[src/sv/srfd_pkg.sv]
// Shared types and constants for the sensor reply frame deframer.
`timescale 1ns / 1ps

package srfd_pkg;

    localparam int MAX_LENGTH_DEF = 255;

    localparam int POS_W   = 9;
    localparam int BYTE_W  = 8;
    localparam int LEN_W   = 16;
    localparam int SUM_W   = 16;

    localparam logic [BYTE_W-1:0] HDR_BYTE0   = 8'hEF;
    localparam logic [BYTE_W-1:0] HDR_BYTE1   = 8'h01;
    localparam logic [BYTE_W-1:0] FIX_ID      = 8'h07;
    localparam logic [BYTE_W-1:0] FIX_LEN_LOW = 8'h19;
    localparam logic [SUM_W-1:0]  FIX_SUB     = 16'd6;
    localparam logic [LEN_W-1:0]  ADDR_BYTES  = 16'd4;
    localparam logic [LEN_W-1:0]  LEN_MIN     = 16'd2;

    typedef enum logic {
        OP_BYTE    = 1'b0,
        OP_RELEASE = 1'b1
    } op_t;

    typedef enum logic [3:0] {
        PH_IDLE = 4'd0,
        PH_HDR2 = 4'd1,
        PH_ADDR = 4'd2,
        PH_ID   = 4'd3,
        PH_LENH = 4'd4,
        PH_LENL = 4'd5,
        PH_PAY  = 4'd6,
        PH_CKH  = 4'd7,
        PH_CKL  = 4'd8,
        PH_HELD = 4'd9
    } phase_t;

    typedef struct packed {
        logic              valid;
        logic [POS_W-1:0]  position;
        logic [BYTE_W-1:0] byte_out;
        logic              frame_end;
        logic              checksum_ok;
    } result_t;

endpackage

[src/sv/sensor_reply_frame_deframer_unit.sv]
// Top level of the sensor reply frame deframer.
`timescale 1ns / 1ps

// Watches a stream of received serial bytes for reply frames: 0xEF, 0x01,
// four unchecked address bytes, packet id, 16-bit length (high byte first),
// length-2 payload bytes and a 16-bit checksum. Every byte the frame takes
// is echoed with its frame position; the last checksum byte carries
// frame_end and checksum_ok. A good frame parks the deframer, which then
// drops received bytes until a release item (s_operation = 1) arrives.
// Lengths below 2 or above MaxLength drop the frame silently. Each item is
// handled at the input handshake: the parser state and running sum update
// there and the result lands in a single output register, so a new item is
// taken every cycle as long as that register is empty or being drained in
// the same cycle.
module sensor_reply_frame_deframer_unit #(
    parameter int MaxLength = srfd_pkg::MAX_LENGTH_DEF
) (
    input  logic                          aclk,
    input  logic                          aresetn,
    input  logic                          s_valid,
    output logic                          s_ready,
    input  logic                          s_operation,
    input  logic [srfd_pkg::BYTE_W-1:0]   s_rx_byte,
    output logic                          m_valid,
    input  logic                          m_ready,
    output logic [srfd_pkg::POS_W-1:0]    m_position,
    output logic [srfd_pkg::BYTE_W-1:0]   m_byte_out,
    output logic                          m_frame_end,
    output logic                          m_checksum_ok
);

    logic              slot_free;
    logic              item_accept;
    srfd_pkg::result_t result;

    // Take an item whenever the output slot can absorb a possible result.
    assign s_ready     = slot_free;
    assign item_accept = s_valid && s_ready;

    // Advance the frame state on every accepted item.
    srfd_parser #(
        .MaxLength (MaxLength)
    ) u_parser (
        .aclk        (aclk),
        .aresetn     (aresetn),
        .item_accept (item_accept),
        .item_op     (s_operation),
        .item_byte   (s_rx_byte),
        .result      (result)
    );

    // Hold the echoed byte until the consumer takes it.
    srfd_out_reg u_out (
        .aclk          (aclk),
        .aresetn       (aresetn),
        .result        (result),
        .m_ready       (m_ready),
        .m_valid       (m_valid),
        .m_position    (m_position),
        .m_byte_out    (m_byte_out),
        .m_frame_end   (m_frame_end),
        .m_checksum_ok (m_checksum_ok),
        .slot_free     (slot_free)
    );

    // A pass flag only ever rides on the last checksum byte.
    assert property (@(posedge aclk) disable iff (!aresetn)
        m_valid && m_checksum_ok |-> m_frame_end)
        else $error("checksum_ok without frame_end");

    // Frame start is always the header byte at position zero.
    assert property (@(posedge aclk) disable iff (!aresetn)
        m_valid && m_position == '0 |-> m_byte_out == srfd_pkg::HDR_BYTE0 && !m_frame_end)
        else $error("position zero carries a non-header byte");

    // An empty output slot must never stall the input.
    assert property (@(posedge aclk) disable iff (!aresetn)
        !m_valid |-> s_ready)
        else $error("input stalled with empty output register");

    // Accepted release produces no result.
    assert property (@(posedge aclk) disable iff (!aresetn)
        s_valid && s_ready && s_operation == srfd_pkg::OP_RELEASE |=> !m_valid)
        else $error("release item produced a result");

endmodule

[src/sv/srfd_parser.sv]
// Frame parser: phase machine, running checksum and result formation.
`timescale 1ns / 1ps

module srfd_parser #(
    parameter int MaxLength = srfd_pkg::MAX_LENGTH_DEF
) (
    input  logic                          aclk,
    input  logic                          aresetn,
    input  logic                          item_accept,
    input  logic                          item_op,
    input  logic [srfd_pkg::BYTE_W-1:0]   item_byte,
    output srfd_pkg::result_t             result
);

    localparam logic [srfd_pkg::LEN_W-1:0] LenMax = srfd_pkg::LEN_W'(MaxLength);

    srfd_pkg::phase_t                phase_reg, phase_next;
    logic [srfd_pkg::LEN_W-1:0]      left_reg, left_next;
    logic [srfd_pkg::SUM_W-1:0]      sum_reg, sum_next;
    logic [srfd_pkg::BYTE_W-1:0]     id_reg, id_next;
    logic [srfd_pkg::BYTE_W-1:0]     lenh_reg, lenh_next;
    logic [srfd_pkg::BYTE_W-1:0]     lenl_reg, lenl_next;
    logic [srfd_pkg::BYTE_W-1:0]     ckh_reg, ckh_next;
    logic [srfd_pkg::POS_W-1:0]      pos_reg, pos_next;

    logic [srfd_pkg::LEN_W-1:0]      len;
    logic [srfd_pkg::SUM_W-1:0]      sum_byte;
    logic [srfd_pkg::SUM_W-1:0]      sum_final;
    logic [srfd_pkg::POS_W-1:0]      pos_inc;

    assign len      = {lenh_reg, item_byte};
    assign sum_byte = sum_reg + srfd_pkg::SUM_W'(item_byte);
    assign pos_inc  = pos_reg + srfd_pkg::POS_W'(1);
    assign sum_final = (id_reg == srfd_pkg::FIX_ID && lenl_reg == srfd_pkg::FIX_LEN_LOW)
                     ? sum_reg - srfd_pkg::FIX_SUB : sum_reg;

    always_ff @(posedge aclk) begin
        if (!aresetn) begin
            phase_reg <= srfd_pkg::PH_IDLE;
            left_reg  <= '0;
            sum_reg   <= '0;
            id_reg    <= '0;
            lenh_reg  <= '0;
            lenl_reg  <= '0;
            ckh_reg   <= '0;
            pos_reg   <= '0;
        end else if (item_accept) begin
            phase_reg <= phase_next;
            left_reg  <= left_next;
            sum_reg   <= sum_next;
            id_reg    <= id_next;
            lenh_reg  <= lenh_next;
            lenl_reg  <= lenl_next;
            ckh_reg   <= ckh_next;
            pos_reg   <= pos_next;
        end
    end

    always_comb begin
        phase_next = phase_reg;
        left_next  = left_reg;
        sum_next   = sum_reg;
        id_next    = id_reg;
        lenh_next  = lenh_reg;
        lenl_next  = lenl_reg;
        ckh_next   = ckh_reg;
        pos_next   = pos_reg;

        result.valid       = 1'b0;
        result.position    = pos_inc;
        result.byte_out    = item_byte;
        result.frame_end   = 1'b0;
        result.checksum_ok = 1'b0;

        if (item_op == srfd_pkg::OP_RELEASE) begin
            if (phase_reg == srfd_pkg::PH_HELD) begin
                phase_next = srfd_pkg::PH_IDLE;
            end
        end else begin
            unique case (phase_reg)
                srfd_pkg::PH_HDR2: begin
                    if (item_byte != srfd_pkg::HDR_BYTE1) begin
                        phase_next = srfd_pkg::PH_IDLE;
                    end else begin
                        phase_next   = srfd_pkg::PH_ADDR;
                        left_next    = srfd_pkg::ADDR_BYTES;
                        pos_next     = pos_inc;
                        result.valid = 1'b1;
                    end
                end
                srfd_pkg::PH_ADDR: begin
                    left_next = left_reg - srfd_pkg::LEN_W'(1);
                    if (left_next == '0) begin
                        phase_next = srfd_pkg::PH_ID;
                    end
                    pos_next     = pos_inc;
                    result.valid = 1'b1;
                end
                srfd_pkg::PH_ID: begin
                    id_next      = item_byte;
                    sum_next     = srfd_pkg::SUM_W'(item_byte);
                    phase_next   = srfd_pkg::PH_LENH;
                    pos_next     = pos_inc;
                    result.valid = 1'b1;
                end
                srfd_pkg::PH_LENH: begin
                    lenh_next    = item_byte;
                    sum_next     = sum_byte;
                    phase_next   = srfd_pkg::PH_LENL;
                    pos_next     = pos_inc;
                    result.valid = 1'b1;
                end
                srfd_pkg::PH_LENL: begin
                    if (len < srfd_pkg::LEN_MIN || len > LenMax) begin
                        phase_next = srfd_pkg::PH_IDLE;
                    end else begin
                        lenl_next    = item_byte;
                        sum_next     = sum_byte;
                        left_next    = len - srfd_pkg::LEN_MIN;
                        phase_next   = (len != srfd_pkg::LEN_MIN) ? srfd_pkg::PH_PAY
                                                                  : srfd_pkg::PH_CKH;
                        pos_next     = pos_inc;
                        result.valid = 1'b1;
                    end
                end
                srfd_pkg::PH_PAY: begin
                    sum_next  = sum_byte;
                    left_next = left_reg - srfd_pkg::LEN_W'(1);
                    if (left_next == '0) begin
                        phase_next = srfd_pkg::PH_CKH;
                    end
                    pos_next     = pos_inc;
                    result.valid = 1'b1;
                end
                srfd_pkg::PH_CKH: begin
                    ckh_next     = item_byte;
                    phase_next   = srfd_pkg::PH_CKL;
                    pos_next     = pos_inc;
                    result.valid = 1'b1;
                end
                srfd_pkg::PH_CKL: begin
                    result.checksum_ok = (sum_final == {ckh_reg, item_byte});
                    result.frame_end   = 1'b1;
                    result.valid       = 1'b1;
                    phase_next = result.checksum_ok ? srfd_pkg::PH_HELD : srfd_pkg::PH_IDLE;
                    pos_next   = pos_inc;
                end
                srfd_pkg::PH_HELD: begin
                    phase_next = srfd_pkg::PH_HELD;
                end
                default: begin
                    if (item_byte != srfd_pkg::HDR_BYTE0) begin
                        phase_next = srfd_pkg::PH_IDLE;
                    end else begin
                        phase_next      = srfd_pkg::PH_HDR2;
                        pos_next        = '0;
                        sum_next        = '0;
                        left_next       = '0;
                        result.position = '0;
                        result.valid    = 1'b1;
                    end
                end
            endcase
        end

        if (!item_accept) begin
            result.valid = 1'b0;
        end
    end

endmodule

[src/sv/srfd_out_reg.sv]
// Result register with valid/ready handshake toward the consumer.
`timescale 1ns / 1ps

module srfd_out_reg (
    input  logic                          aclk,
    input  logic                          aresetn,
    input  srfd_pkg::result_t             result,
    input  logic                          m_ready,
    output logic                          m_valid,
    output logic [srfd_pkg::POS_W-1:0]    m_position,
    output logic [srfd_pkg::BYTE_W-1:0]   m_byte_out,
    output logic                          m_frame_end,
    output logic                          m_checksum_ok,
    output logic                          slot_free
);

    logic              valid_reg;
    srfd_pkg::result_t data_reg;

    assign slot_free = !valid_reg || m_ready;

    always_ff @(posedge aclk) begin
        if (!aresetn) begin
            valid_reg <= 1'b0;
        end else if (slot_free) begin
            valid_reg <= result.valid;
        end
    end

    always_ff @(posedge aclk) begin
        if (slot_free && result.valid) begin
            data_reg <= result;
        end
    end

    assign m_valid       = valid_reg;
    assign m_position    = data_reg.position;
    assign m_byte_out    = data_reg.byte_out;
    assign m_frame_end   = data_reg.frame_end;
    assign m_checksum_ok = data_reg.checksum_ok;

endmodule
[config.mk]
export PLATFORM = sky130hd
export DESIGN_NAME = sensor_reply_frame_deframer_unit
export DESIGN_NICKNAME = d
export VERILOG_FILES = /design/src/sv/srfd_pkg.sv /design/src/sv/sensor_reply_frame_deframer_unit.sv /design/src/sv/srfd_parser.sv /design/src/sv/srfd_out_reg.sv
export SDC_FILE = /design/constraint.sdc
export NUM_CORES = 1
export LEC_CHECK = 0
export ABC_AREA = 1
export BUFFER_PORTS_ARGS = -buffer_cell sky130_fd_sc_hd__clkbuf_2
export CAP_MARGIN = 20
export CORE_MARGIN = 4
export CORE_UTILIZATION = 40
export CTS_CLUSTER_DIAMETER = 200
export DETAILED_ROUTE_END_ITERATION = 16
export GPL_TIMING_DRIVEN = 0
export SYNTH_ARGS = -nofsm -noshare
export SYNTH_HDL_FRONTEND = slang
export SYNTH_SLANG_ARGS = --single-unit
[constraint.sdc]
create_clock -name aclk -period 2.2 [get_ports aclk]
set_input_delay 0.33 -clock aclk [delete_from_list [all_inputs] [get_ports aclk]]
set_output_delay 0.33 -clock aclk [all_outputs]
set_load 0.02 [all_outputs]
======== After elaboration in Yosys (flattened, before gate mapping) ========
Index checks and enable logic that the tools add are counted.
word-level totals
  bits in registers ....................... 97
  bits in latches ......................... 0
  RAM bits ................................ 0
  memory bits (read-only) ................. 0
  logic and storage cells ................. 100
  memories kept ........................... 0
cells by class
  add/subtract/negate cells ............... 5
  multipliers ............................. 0
  div/mod/pow operators ................... 0
  magnitude comparators ................... 2
  equal/unequal tests ..................... 23
  shift-type cells ........................ 0
  mux-type cells .......................... 29
  bitwise gates (word level) .............. 6
  reduce and logical (&&, ||, !) cells .... 22
operators by type and width
  operator                                                      count
  one-hot mux 16 bit (4 select lines)                           2
  2-to-1 mux 16 bit                                             5
  2-to-1 mux 9 bit                                              4
  one-hot mux 4 bit (9 select lines)                            1
  one-hot mux 9 bit (4 select lines)                            1
  2-to-1 mux 4 bit                                              6
  2-to-1 mux 10 bit                                             2
  adder 16 x 8 -> 16 bit                                        1
  equality test 16 bit                                          1
  equality test 4 x 3 -> 1 bit (second input constant)          4
  > comparator 16 x 8 -> 1 bit (second input constant)          1
  logical NOT 16 bit                                            1
  less-than comparator 16 x 2 -> 1 bit (second input constant)  1
  != test 16 x 2 -> 1 bit (second input constant)               1
  subtractor 16 x 1 -> 16 bit (second input constant)           1
  subtractor 16 x 2 -> 16 bit (second input constant)           1
  subtractor 16 x 3 -> 16 bit (second input constant)           1
  != test 4 bit (second input constant)                         3
  AND reduction 6 bit                                           2
  OR reduction 5 bit                                            2
  adder 9 x 1 -> 9 bit (second input constant)                  1
  AND reduction 3 bit                                           3
  OR reduction 9 bit                                            1
  equality test 4 x 2 -> 1 bit (second input constant)          2
  other kinds (20)                                              39

======== Depth between registers and ports, before layout ========
Gate-level depths: netlist of run 1.
  word-level depth ........................ 7
  mapped depth ............................ 16
  gate-level depth less buffers ........... 16

======== Hierarchy ========
From an unflattened synthesis of run 1, not the netlist that was laid out.
unflattened totals
  cell total of the unflattened synthesis .. 886
  area total of the unflattened synthesis .. 6198.4 µm²
by module, submodules not included
  module                            times used  cells an instance  area an instance (µm²)  sequential area each (µm²)
  srfd_parser                       1           858                5569.1                  1541.5
  srfd_out_reg                      1           26                 621.8                   590.6
  sensor_reply_frame_deframer_unit  1           2                  7.5                     0.0

======== Least setup slack after synthesis of run 1 ========
Ideal clock, no wire load.
  path kind ............................... input port to flip-flop
  start point ............................. in s_rx_byte[0] (netlist bit)
  end point ............................... reg u_parser.sum_reg[14] (netlist bit)
  library setup time ...................... 0.124 ns
  arrival time ............................ 1.834 ns
  required time ........................... 2.076 ns
  slack ................................... 0.242 ns
  cell stages on the path ................. 13
  buffers on the path ..................... 0
  cells stage by stage .................... ha_1 fa_1 nand2_1 inv_1 o21ai_0 nand2_1 nand2_1 o211ai_1 nand3_1 nor2_1 nand4_1 xor2_1 nor2_1
on the way
  longest elaborated chain between the ends .. 4
  elaborated cells on any way between the ends .. 10
RTL lines
  what                                                                                  line                                    source
  from (decl)                                                                           sensor_reply_frame_deframer_unit.sv:23  input logic [srfd_pkg::BYTE_W-1:0] s_rx_byte,
  less-than comparator 16 x 2 -> 1 bit or > comparator 16 x 8 -> 1 bit (tied branches)  srfd_parser.sv:114                      if (len < srfd_pkg::LEN_MIN || len > LenMax) begin
  logical OR 1 bit                                                                      srfd_parser.sv:114
  != test 2 bit (no line)                                                               n/a
  AND reduction 5 bit (no line)                                                         n/a
  to (signal assigned)                                                                  srfd_parser.sv:50                       sum_reg <= sum_next;
  to (decl)                                                                             srfd_parser.sv:19                       logic [srfd_pkg::SUM_W-1:0] sum_reg, sum_next;
Parallel ways exist; a longest one is shown, timed or not. The select of a mux whose other input is x is not followed.
A chain may end at the register's enable or synchronous reset.

======== Worst setup path in the final report of run 1 ========
  start point ............................. reg u_parser.left_reg[0] (netlist bit)
  end point ............................... reg u_parser.phase_reg[2]
on the way
  longest elaborated chain between the ends .. 4
  elaborated cells on any way between the ends .. 5
RTL lines
  what                               line                                   source
  from (decl)                        srfd_parser.sv:18                      logic [srfd_pkg::LEN_W-1:0] left_reg, left_next;
  from (signal assigned)             srfd_parser.sv:49                      left_reg <= left_next;
  subtractor 16 x 1 -> 16 bit (*)    srfd_parser.sv:92, srfd_parser.sv:128
  logical NOT 16 bit (*)             srfd_parser.sv:93, srfd_parser.sv:129
  != test 3 x 2 -> 1 bit (no line)   n/a
  AND reduction 4 bit (no line) (*)  n/a
  to (signal assigned)               srfd_parser.sv:39                      phase_reg <= srfd_pkg::PH_IDLE;
  to (signal assigned)               srfd_parser.sv:48                      phase_reg <= phase_next;
  to (decl)                          srfd_parser.sv:17                      srfd_pkg::phase_t phase_reg, phase_next;
Every way passes the cells marked *; elsewhere a longest branch is shown, timed or not.

==> reports/metrics.csv, run 1 <==
metric,value,unit
CTS max path bufs,2,
Reg2Reg Depth,12,
outcome,finished clean,
CTS Sinks,97,
crit start category,flop,
die area,16900,um^2
worst setup path category,reg2reg,
fin crit period,2.07,ns
Final nets,922,
register area,2140,um^2
Worst EP required,2.49,ns
CP top delay family,simple AND/OR/NAND/NOR gates,
CP cell instances,inv_2 > ha_4 > nand3_4 > nor2_4 > nand3_1 > xor2_2 > nand3_1 > o21ai_2 > nand2_2 > nor2_4 > nand2_1 > a21oi_1,
cts hold-fix bufs,0,
RSZ-0062 raised after global routing,yes,
CTS Root Cell,clkbuf_16,
Ant. Diodes,0,
most frequent cells in the layout,"177 x nand2_1, 109 x nor2_1, 74 x inv_1",
"FFs w/ async S/R, synth",0,%
core region area,14600,um^2
crit path DAT,2.36,ns
number of enable flip-flop cells after synthesis,19,
H-Tree Depth,3,
Tot GR Track Use,19.1,%
Initial DRC Count,434,
starting density of the core,40.9,%
Yosys Warn Count,0,
worst reg2reg startpoint,u_parser.left_reg[0]$_SDFFE_PN0P_,
Main synth FF type,dfxtp_1,
crit path buf inv count,1,
Fill cells,1481,
Hold Startpoint,s_rx_byte[3],
final setup vio count,0,
Yosys cell types,54,
pwr/cell area,532,nW/um^2
Vias,5666,
Reg2Reg Setup Slack,0.13,ns
area occupied by multi-input gates,3510,um^2
Skew-Pair Late Insertion Delay,0.36,ns
global-route wire length before repair,25600,um
WL final,15700,um
CP Max Fanout,4,
Worst VDD drop,0.000435,V
drt wl/cell,14.5,um
DP HPWL,11600,um
Placer Congestion,0.868,
dpl ws,-0.349,ns
Post-Syn Area,5960,um^2
leakage power,0.00296,uW
Yosys reg bits,97,
"Slew Viols, Final",0,
Max Cap Violations,0,
"commonest non-fill, non-tap cell in the layout",nand2_1,
layout cell share with drive strength beyond 1,19.1,%
placed cells,1054,
transition time of the tightest slew-check pin,0.685,ns
Final Hold Fails,0,
Boundary Pins,34,
Syn Area/Cell,7.11,um^2
largest stage delay on the critical path,0.34,ns
Chip Width,130,um
final std cells w/o fill,1084,
FP Rows,44,
CTS tree,built,
post-route ant nets,0,
setup ws final,0.127,ns
Hold Path Depth,1,
initial antenna violation count,0,
Die Y,130,um
fmax,482,MHz
Avg Vias per Cell,5.23,
CTS Buf Count,9,
"Seq/Total Area, Yosys",35.8,%
first-pass iteration count of the detailed router,7,
"CTS clk-pin slew, worst paths",0.08,ns
Area growth syn-to-layout,16.6,%
total gr overflow,0,
vias in the first global route,5070,
IO Port Bufs,32,
FF-to-FF End,u_parser.phase_reg[2]$_SDFFE_PN0P_,
Final Util,47.6,%
"Slowest-stage cell, CP",dfxtp_2,
final worst path period share,94.2,%
Remaining DRCs,0,
Mapped Cells,838,
worst hold path class,in2reg,
Syn Nets,865,
Worst Setup End Kind,flop,
total power,3700,uW
largest net degree at the start of global routing,23,
Setup Skew,0.0141,ns
Hold Path Sink,u_out.m_byte_out[3]$_DFFE_PP_,
Relative slew margins,54.4,%
logic make-up (layout without fill, tap and decap cells):
family | Yosys count | after routing | share of synthesized area [%]
DFF | 97 | 97 | 35.8
adders and majority gates | 14 | 14 | 3.06
and+or+nand+nor | 412 | 412 | 31.6
xor gates and xnor gates | 40 | 40 | 5.88
buffers and inverters | 117 | 179 | 7.93
AOI/OAI and AO/OA | 158 | 158 | 15.8
layer usage:
layer | global-route usage [%] | share of wire [%] | up-vias
li1 | - | - | 2886
met1 | 26.7 | 48 | 2626
met2 | 29.7 | 46 | 128
met3 | 2.42 | 4.2 | 26
met4 | 8.01 | 2.6 | 0
met5 | 0 | 0 | -
worst register-to-register path, stage by stage, from the launching register on:
cell     delay, ns
dfxtp_2       0.34
inv_2         0.08
ha_4          0.17
nand3_4       0.11
nor2_4        0.14
nand3_1       0.13
xor2_2        0.18
nand3_1       0.14
o21ai_2       0.26
nand2_2       0.12
nor2_4        0.14
nand2_1       0.06
a21oi_1       0.13
synthesized netlist by cell type, types with 7 or more instances:
master	n	area share [%]
nor2_2	17	1.8
nand3_1	44	3.7
o22ai_1	10	1.0
clkbuf_1	12	0.76
buf_2	9	0.76
o21ai_0	39	3.3
ha_1	13	2.7
edfxtp_1	19	9.6
xor2_1	30	4.4
a22oi_1	7	0.88
a211oi_1	8	1.0
dfxtp_1	78	26
nand2_1	180	11
nor3_1	10	0.84
inv_2	15	0.94
nor2_1	115	7.2
nand4_1	13	1.4
xnor2_1	10	1.5
nor2_4	8	1.5
inv_1	76	4.8
a21oi_1	68	5.7
through the flow:
step	hold WS (ns)	setup TNS (ns)	instance area [um^2]
2_1_floorplan	0.429	0	5960
3_3_place_gp	0.463	-8.54	6350
3_5_place_dp	0.472	-9.29	6350
4_1_cts	0.202	-0.000799	6720
5_1_grt	0.198	-0.148	6950
6_report	0.201	0	6950
layout make-up:
cell class	count	area share (%)
plain buffers	25	1.80
clock inverters	7	1.37
repair buffers	46	3.82
inverters	92	5.11
clock buffers	9	3.24
flip-flops and latches	97	30.8
multi-input cells	624	50.5
well taps	184	3.31
power by group:
group | internal, uW | total, uW | switching, uW
logic | 46.1 | 177 | 131
clock network | 917 | 1720 | 800
registers | 1800 | 1800 | 0.114
worst max path at each step:
stage	from	to	slack, ns	cells after the start
final	u_parser.left_reg[0]$_SDFFE_PN0P_	u_parser.phase_reg[2]$_SDFFE_PN0P_	0.13	12
after CTS	u_parser.left_reg[0]$_SDFFE_PN0P_	u_parser.phase_reg[2]$_SDFFE_PN0P_	-0.0008	13
after global routing	u_parser.left_reg[0]$_SDFFE_PN0P_	u_parser.phase_reg[1]$_SDFFE_PN0P_	-0.07	14
after floorplan	s_rx_byte[0]	u_parser.sum_reg[14]$_SDFFE_PN0P_	0.24	13
after detailed placement	s_rx_byte[1]	u_parser.pos_reg[8]$_SDFFE_PN0P_	-0.35	13
after global placement	s_rx_byte[1]	u_parser.pos_reg[8]$_SDFFE_PN0P_	-0.32	13
what timing repair did:
item | CTS | global route
pin swaps | 2 | 9
setup endpoints to repair | 23 | 49
setup buffers | 1 | 13
gates resized for setup | 10 | 39
Power figures use the tool's default switching activity.
==> inputs of run 2 (changes only) <==
CTS_BUF_LIST = sky130_fd_sc_hd__clkbuf_8   (was not set)
==> reports/metrics.csv, run 2 (synthesis gave the netlist of run 1 again) <==
metric,value,unit,change
WL final,15900,um,+0.86%
Vias,5707,,+0.72%
post-route ant nets,0,,unchanged
FP Rows,44,,unchanged
area occupied by multi-input gates,3520,um^2,+0.29%
worst hold path class,in2reg,,
placed cells,1054,,unchanged
CP cell instances,inv_2 > ha_4 > nand3_4 > nor2_4 > nand2_2 > xnor2_2 > nor2_1 > nand3_1 > o21ai_2 > nand2_2 > nor2_4 > nand2_1 > a21oi_1,,
transition time of the tightest slew-check pin,0.665,ns,-0.0196 ns
"CTS clk-pin slew, worst paths",0.12,ns,+0.04 ns
final setup vio count,0,,unchanged
Worst Setup End Kind,flop,,
register area,2150,um^2,+0.29%
global-route wire length before repair,25600,um,unchanged
most frequent cells in the layout,"176 x nand2_1, 109 x nor2_1, 74 x inv_1",,
met3 WL,767,um,+15%
Worst VDD drop,0.000399,V,-8.3%
Final nets,924,,+0.22%
CP Max Fanout,3,,-1
met2 WL,7250,um,+0.92%
leakage power,0.00293,uW,-0.99%
Final Hold Fails,0,,unchanged
fin crit period,2.11,ns,+0.0398 ns
Placer Congestion,0.868,,unchanged
Die Y,130,um,unchanged
first-pass iteration count of the detailed router,7,,unchanged
Setup TNS Final,0,ns,unchanged
final worst path period share,96.0,%,+1.8 points
final std cells w/o fill,1086,,+0.18%
Clk pwr share,40.0,%,-6.4 points
pwr/cell area,480,nW/um^2,-9.9%
largest net degree at the start of global routing,23,,unchanged
worst setup path category,reg2reg,,
P_int,2410,uW,-13%
Comb pwr share,5.4,%,+0.6 points
Relative slew margins,55.7,%,+1.3 points
P_sw,894,uW,-4.0%
cts hold-fix bufs,0,,unchanged
Tot GR Track Use,19.1,%,about the same
CTS max path bufs,2,,unchanged
Metal-1 WL,7520,um,+0.41%
Area growth syn-to-layout,15.5,%,
Avg Vias per Cell,5.26,,+0.54%
Switching Fraction,27.1,%,+1.9 points
Initial DRC Count,408,,-6.0%
Fill cells,1495,,+0.95%
outcome,finished clean,,
Worst EP required,2.52,ns,+0.03 ns
CTS Sinks,97,,unchanged
core region area,14600,um^2,unchanged
largest stage delay on the critical path,0.35,ns,about the same
starting density of the core,40.9,%,unchanged
RSZ-0062 raised after global routing,yes,,
CTS Buf Count,9,,unchanged
vias in the first global route,5082,,+0.24%
total gr overflow,0,,unchanged
drt wl/cell,14.6,um,+0.68%
layout cell share with drive strength beyond 1,19.6,%,+0.51 points
DP HPWL,11600,um,unchanged
fin area,6880,um^2,-0.94%
Seq pwr share,54.6,%,+5.8 points
CTS tree,built,,
Skew-Pair Late Insertion Delay,0.40,ns,+0.04 ns
initial antenna violation count,0,,unchanged
crit path DAT,2.43,ns,+0.07 ns
Setup Skew,0.0188,ns,+0.00472 ns
DR top layer,met4,,
CTS Root Cell,clkbuf_8,,
crit start category,flop,,
Max Cap Violations,0,,unchanged
Final Util,47.2,%,-0.45 points
"Slowest-stage cell, CP",dfxtp_2,,
DP Area,6350,um^2,unchanged
Chip Width,130,um,unchanged
"Slew Viols, Final",0,,unchanged
fmax,473,MHz,-1.9%
IO Port Bufs,32,,unchanged
Ant. Diodes,0,,unchanged
H-Tree Depth,3,,unchanged
Remaining DRCs,0,,unchanged
die area,16900,um^2,unchanged
Boundary Pins,34,,unchanged
"commonest non-fill, non-tap cell in the layout",nand2_1,,
total power,3300,uW,-11%
-- run 2: area by class of cell --
class                           count  share of cell area [%]
Buffer                             25                    1.82
Clock buffer                        9                    1.80
Clock inverter                      7                    1.38
Inverter                           92                    5.24
Multi-Input combinational cell    624                    51.1
Sequential cell                    97                    31.2
Tap cell                          184                    3.34
Timing Repair Buffer               48                    4.07
-- run 2: worst max-delay path: cells and delay by family, from the launching register on --
family                     cells  cell delay (ns)
adders and majority gates      1             0.17
xor gates and xnor gates       1             0.15
DFF                            1             0.35
and+or+nand+nor                8             0.88
buffers and inverters          1             0.08
AOI/OAI and AO/OA              2             0.39
-- run 2: power groups by stage --
stage,Sequential (uW),Combinational (uW),Clock [uW]
4_1_cts,1810,167,1340
5_1_grt,1800,195,1410
2_1_floorplan,1850,92.6,0
3_5_place_dp,1850,165,0
3_3_place_gp,1850,166,0
6_report,1800,178,1320
-- run 2: worst paths after layout --
check | start | end | slack (ns) | depth (start not counted)
max reg2reg | u_parser.left_reg[1]$_SDFFE_PN0P_ | u_parser.phase_reg[1]$_SDFFE_PN0P_ | 0.09 | 13
min | s_rx_byte[3] | u_out.m_byte_out[3]$_DFFE_PP_ | 0.15 | 1
max | u_parser.left_reg[1]$_SDFFE_PN0P_ | u_parser.phase_reg[1]$_SDFFE_PN0P_ | 0.09 | 13
min reg2reg | u_parser.sum_reg[0]$_SDFFE_PN0P_ | u_parser.sum_reg[0]$_SDFFE_PN0P_ | 0.48 | 2
-- run 2: through the flow --
stage	hold slack [ns]	worst slack, ns
detailed placement	0.472	-0.349
finish	0.153	0.0874
floorplan	0.429	0.242
global route	0.150	-0.0724
CTS	0.155	0.0114
global placement	0.463	-0.325
-- run 2: per-layer routing --
metal,vias up,track usage [%]
met2,149,30.3
li1,2889,-
met5,-,0
met4,0,7.46
met1,2650,26.5
met3,19,2.37
-- run 2: repair_timing --
| action | 4_1_cts | 5_1_grt |
|---|---|---|
| setup endpoints to repair | 25 | 49 |
| pin swaps | 4 | 15 |
| gates resized for setup | 12 | 44 |
| setup buffers | 2 | 14 |
==> inputs of run 3 (changes only) <==
CORE_MARGIN = not set   (was 4)
CORE_UTILIZATION = 47   (was 40)
==> reports/metrics.csv, run 3 (synthesis gave the netlist of run 1 again) <==
metric,value,unit,change
pwr/cell area,469,nW/um^2,-2.2%
CTS Sinks,97,,unchanged
P_sw,798,uW,-11%
fmax,465,MHz,-1.9%
"most used cell, CP",nand2_1,,
Initial DRC Count,508,,+25%
worst setup path category,reg2reg,,
total power,3170,uW,-4.0%
Comb pwr share,5.5,%,about the same
Vias,5691,,-0.28%
fin crit period,2.15,ns,+0.0402 ns
FF-to-FF End,u_parser.lenh_reg[6]$_SDFFE_PN0P_,,
Boundary Pins,34,,unchanged
first-pass iteration count of the detailed router,5,,-2
Metal-1 WL,7360,um,-2.2%
"Slowest-stage cell, CP",nor3_1,,
fin area,6760,um^2,-1.8%
Switching Fraction,25.2,%,-1.9 points
Reg2Reg Setup Slack,0.05,ns,-0.04 ns
Avg Vias per Cell,5.35,,+1.9%
Placer Congestion,0.918,,+5.8%
largest net degree at the start of global routing,23,,unchanged
Die Y,115,um,-12%
Reg2Reg Depth,8,,-5
Tot GR Track Use,25.7,%,+6.6 points
CP Max Fanout,10,,+7
CTS tree,built,,
Hold Path Depth,1,,unchanged
"Slew Viols, Final",0,,unchanged
met3 WL,739,um,-3.7%
Final Hold Fails,0,,unchanged
starting density of the core,49.0,%,+8.2 points
CTS Root Cell,clkbuf_8,,
P_int,2370,uW,-1.5%
transition time of the tightest slew-check pin,0.775,ns,+0.110 ns
worst hold path class,in2reg,,
most frequent cells in the layout,"177 x nand2_1, 110 x nor2_1, 75 x inv_1",,
CTS Buf Count,9,,unchanged
Max Cap Violations,0,,unchanged
crit start category,flop,,
layout cell share with drive strength beyond 1,17.9,%,-1.7 points
global-route wire length before repair,25900,um,+1.3%
Skew-Pair Late Insertion Delay,0.39,ns,about the same
Ant. Diodes,0,,unchanged
final worst path period share,97.9,%,+1.8 points
vias in the first global route,5241,,+3.1%
total gr overflow,0,,unchanged
Clk pwr share,37.6,%,-2.4 points
Hold Path Sink,u_out.m_byte_out[3]$_DFFE_PP_,,
DP Area,6330,um^2,-0.32%
die area,13100,um^2,-22%
met2 WL,7620,um,+5.2%
largest stage delay on the critical path,0.63,ns,+0.28 ns
Area growth syn-to-layout,13.4,%,
CTS max path bufs,2,,unchanged
drt wl/cell,15.2,um,+4.1%
Worst Setup End Kind,flop,,
CP cell instances,nand2_1 > nand2_1 > nor2_1 > inv_1 > nor3_1 > buf_2 > o21ai_0 > a21oi_1,,
WL final,16200,um,+1.9%
Final nets,917,,-0.76%
Remaining DRCs,0,,unchanged
H-Tree Depth,3,,unchanged
"commonest non-fill, non-tap cell in the layout",nand2_1,,
post-route ant nets,0,,unchanged
Relative slew margins,47.9,%,-7.7 points
leakage power,0.00288,uW,-1.7%
DP HPWL,11900,um,+2.4%
final setup vio count,0,,unchanged
core region area,12200,um^2,-17%
FP Rows,40,,-9.1%
Worst VDD drop,0.000264,V,-34%
"CTS clk-pin slew, worst paths",0.10,ns,-0.02 ns
worst reg2reg startpoint,u_out.m_valid$_SDFFE_PN0N_,,
Hold Startpoint,s_rx_byte[3],,
IO Port Bufs,32,,unchanged
Chip Width,115,um,-12%
Setup Skew,0.0127,ns,-0.00612 ns
crit path DAT,2.48,ns,+0.05 ns
outcome,finished clean,,
Seq pwr share,56.9,%,+2.3 points
initial antenna violation count,0,,unchanged
DR top layer,met4,,
Worst EP required,2.53,ns,about the same
## run 3: repair_timing
action	in CTS	in global routing
gates resized for setup	14	32
hold buffers	0	0
buffers inserted	1	8
pin swaps	4	9
gates cloned	0	0
setup endpoints to repair	16	33
hold endpoints to repair	0	0
## run 3: final cells by class
cell class,instances,area (um^2)
clock buffers,9,124
fillers,1193,5400
inverters,92,353
multi-input cells,624,3510
clock inverters,7,71.3
flip-flops and latches,97,2140
well taps,168,210
plain buffers,25,125
repair buffers,41,228
## run 3: routing by layer
metal  track usage [%]  vias up
li1                  -     2868
met1              32.8     2633
met2              43.2      162
met3              3.12       28
met4              12.4        0
met5                 0        -
## run 3: stage by stage
step                worst slack (ns)  hold slack (ns)  util (%)  std cells  setup TNS, ns
floorplan                      0.242            0.429         -        838              0
global placement              -0.274            0.462      52.1       1038          -7.39
detailed placement            -0.297            0.467      52.1       1038          -9.06
CTS                           0.0408            0.146      54.2       1055              0
global route                 -0.0360            0.171      55.6       1063        -0.0741
finish                        0.0472            0.168      55.6       1063              0
## run 3: worst max path at each step
stage / from / endpoint / slack (ns) / cells past startpoint
detailed placement: s_rx_byte[1] / u_parser.pos_reg[8]$_SDFFE_PN0P_ / -0.30 / 13
CTS: u_parser.sum_reg[0]$_SDFFE_PN0P_ / u_parser.sum_reg[6]$_SDFFE_PN0P_ / 0.04 / 13
floorplan: s_rx_byte[0] / u_parser.sum_reg[14]$_SDFFE_PN0P_ / 0.24 / 13
finish: u_out.m_valid$_SDFFE_PN0N_ / u_parser.lenh_reg[6]$_SDFFE_PN0P_ / 0.05 / 8
global route: u_out.m_valid$_SDFFE_PN0N_ / u_parser.lenh_reg[6]$_SDFFE_PN0P_ / -0.04 / 8
global placement: s_rx_byte[1] / u_parser.pos_reg[8]$_SDFFE_PN0P_ / -0.27 / 13
## run 3: worst max-delay path, delay by kind of cell (launching register included)
family	cells	cell delay [ns]
AOI/OAI and AO/OA	2	0.25
DFF	1	0.32
and+or+nand+nor	4	1.01
buffers and inverters	2	0.51
## run 3: power by group through the flow
stage	clock, uW	sequential [uW]	combinational [uW]
after detailed placement	0	1850	167
final	1190	1800	173
after floorplan	0	1850	92.6
after CTS	1230	1810	169
after global routing	1280	1810	187
after global placement	0	1850	166
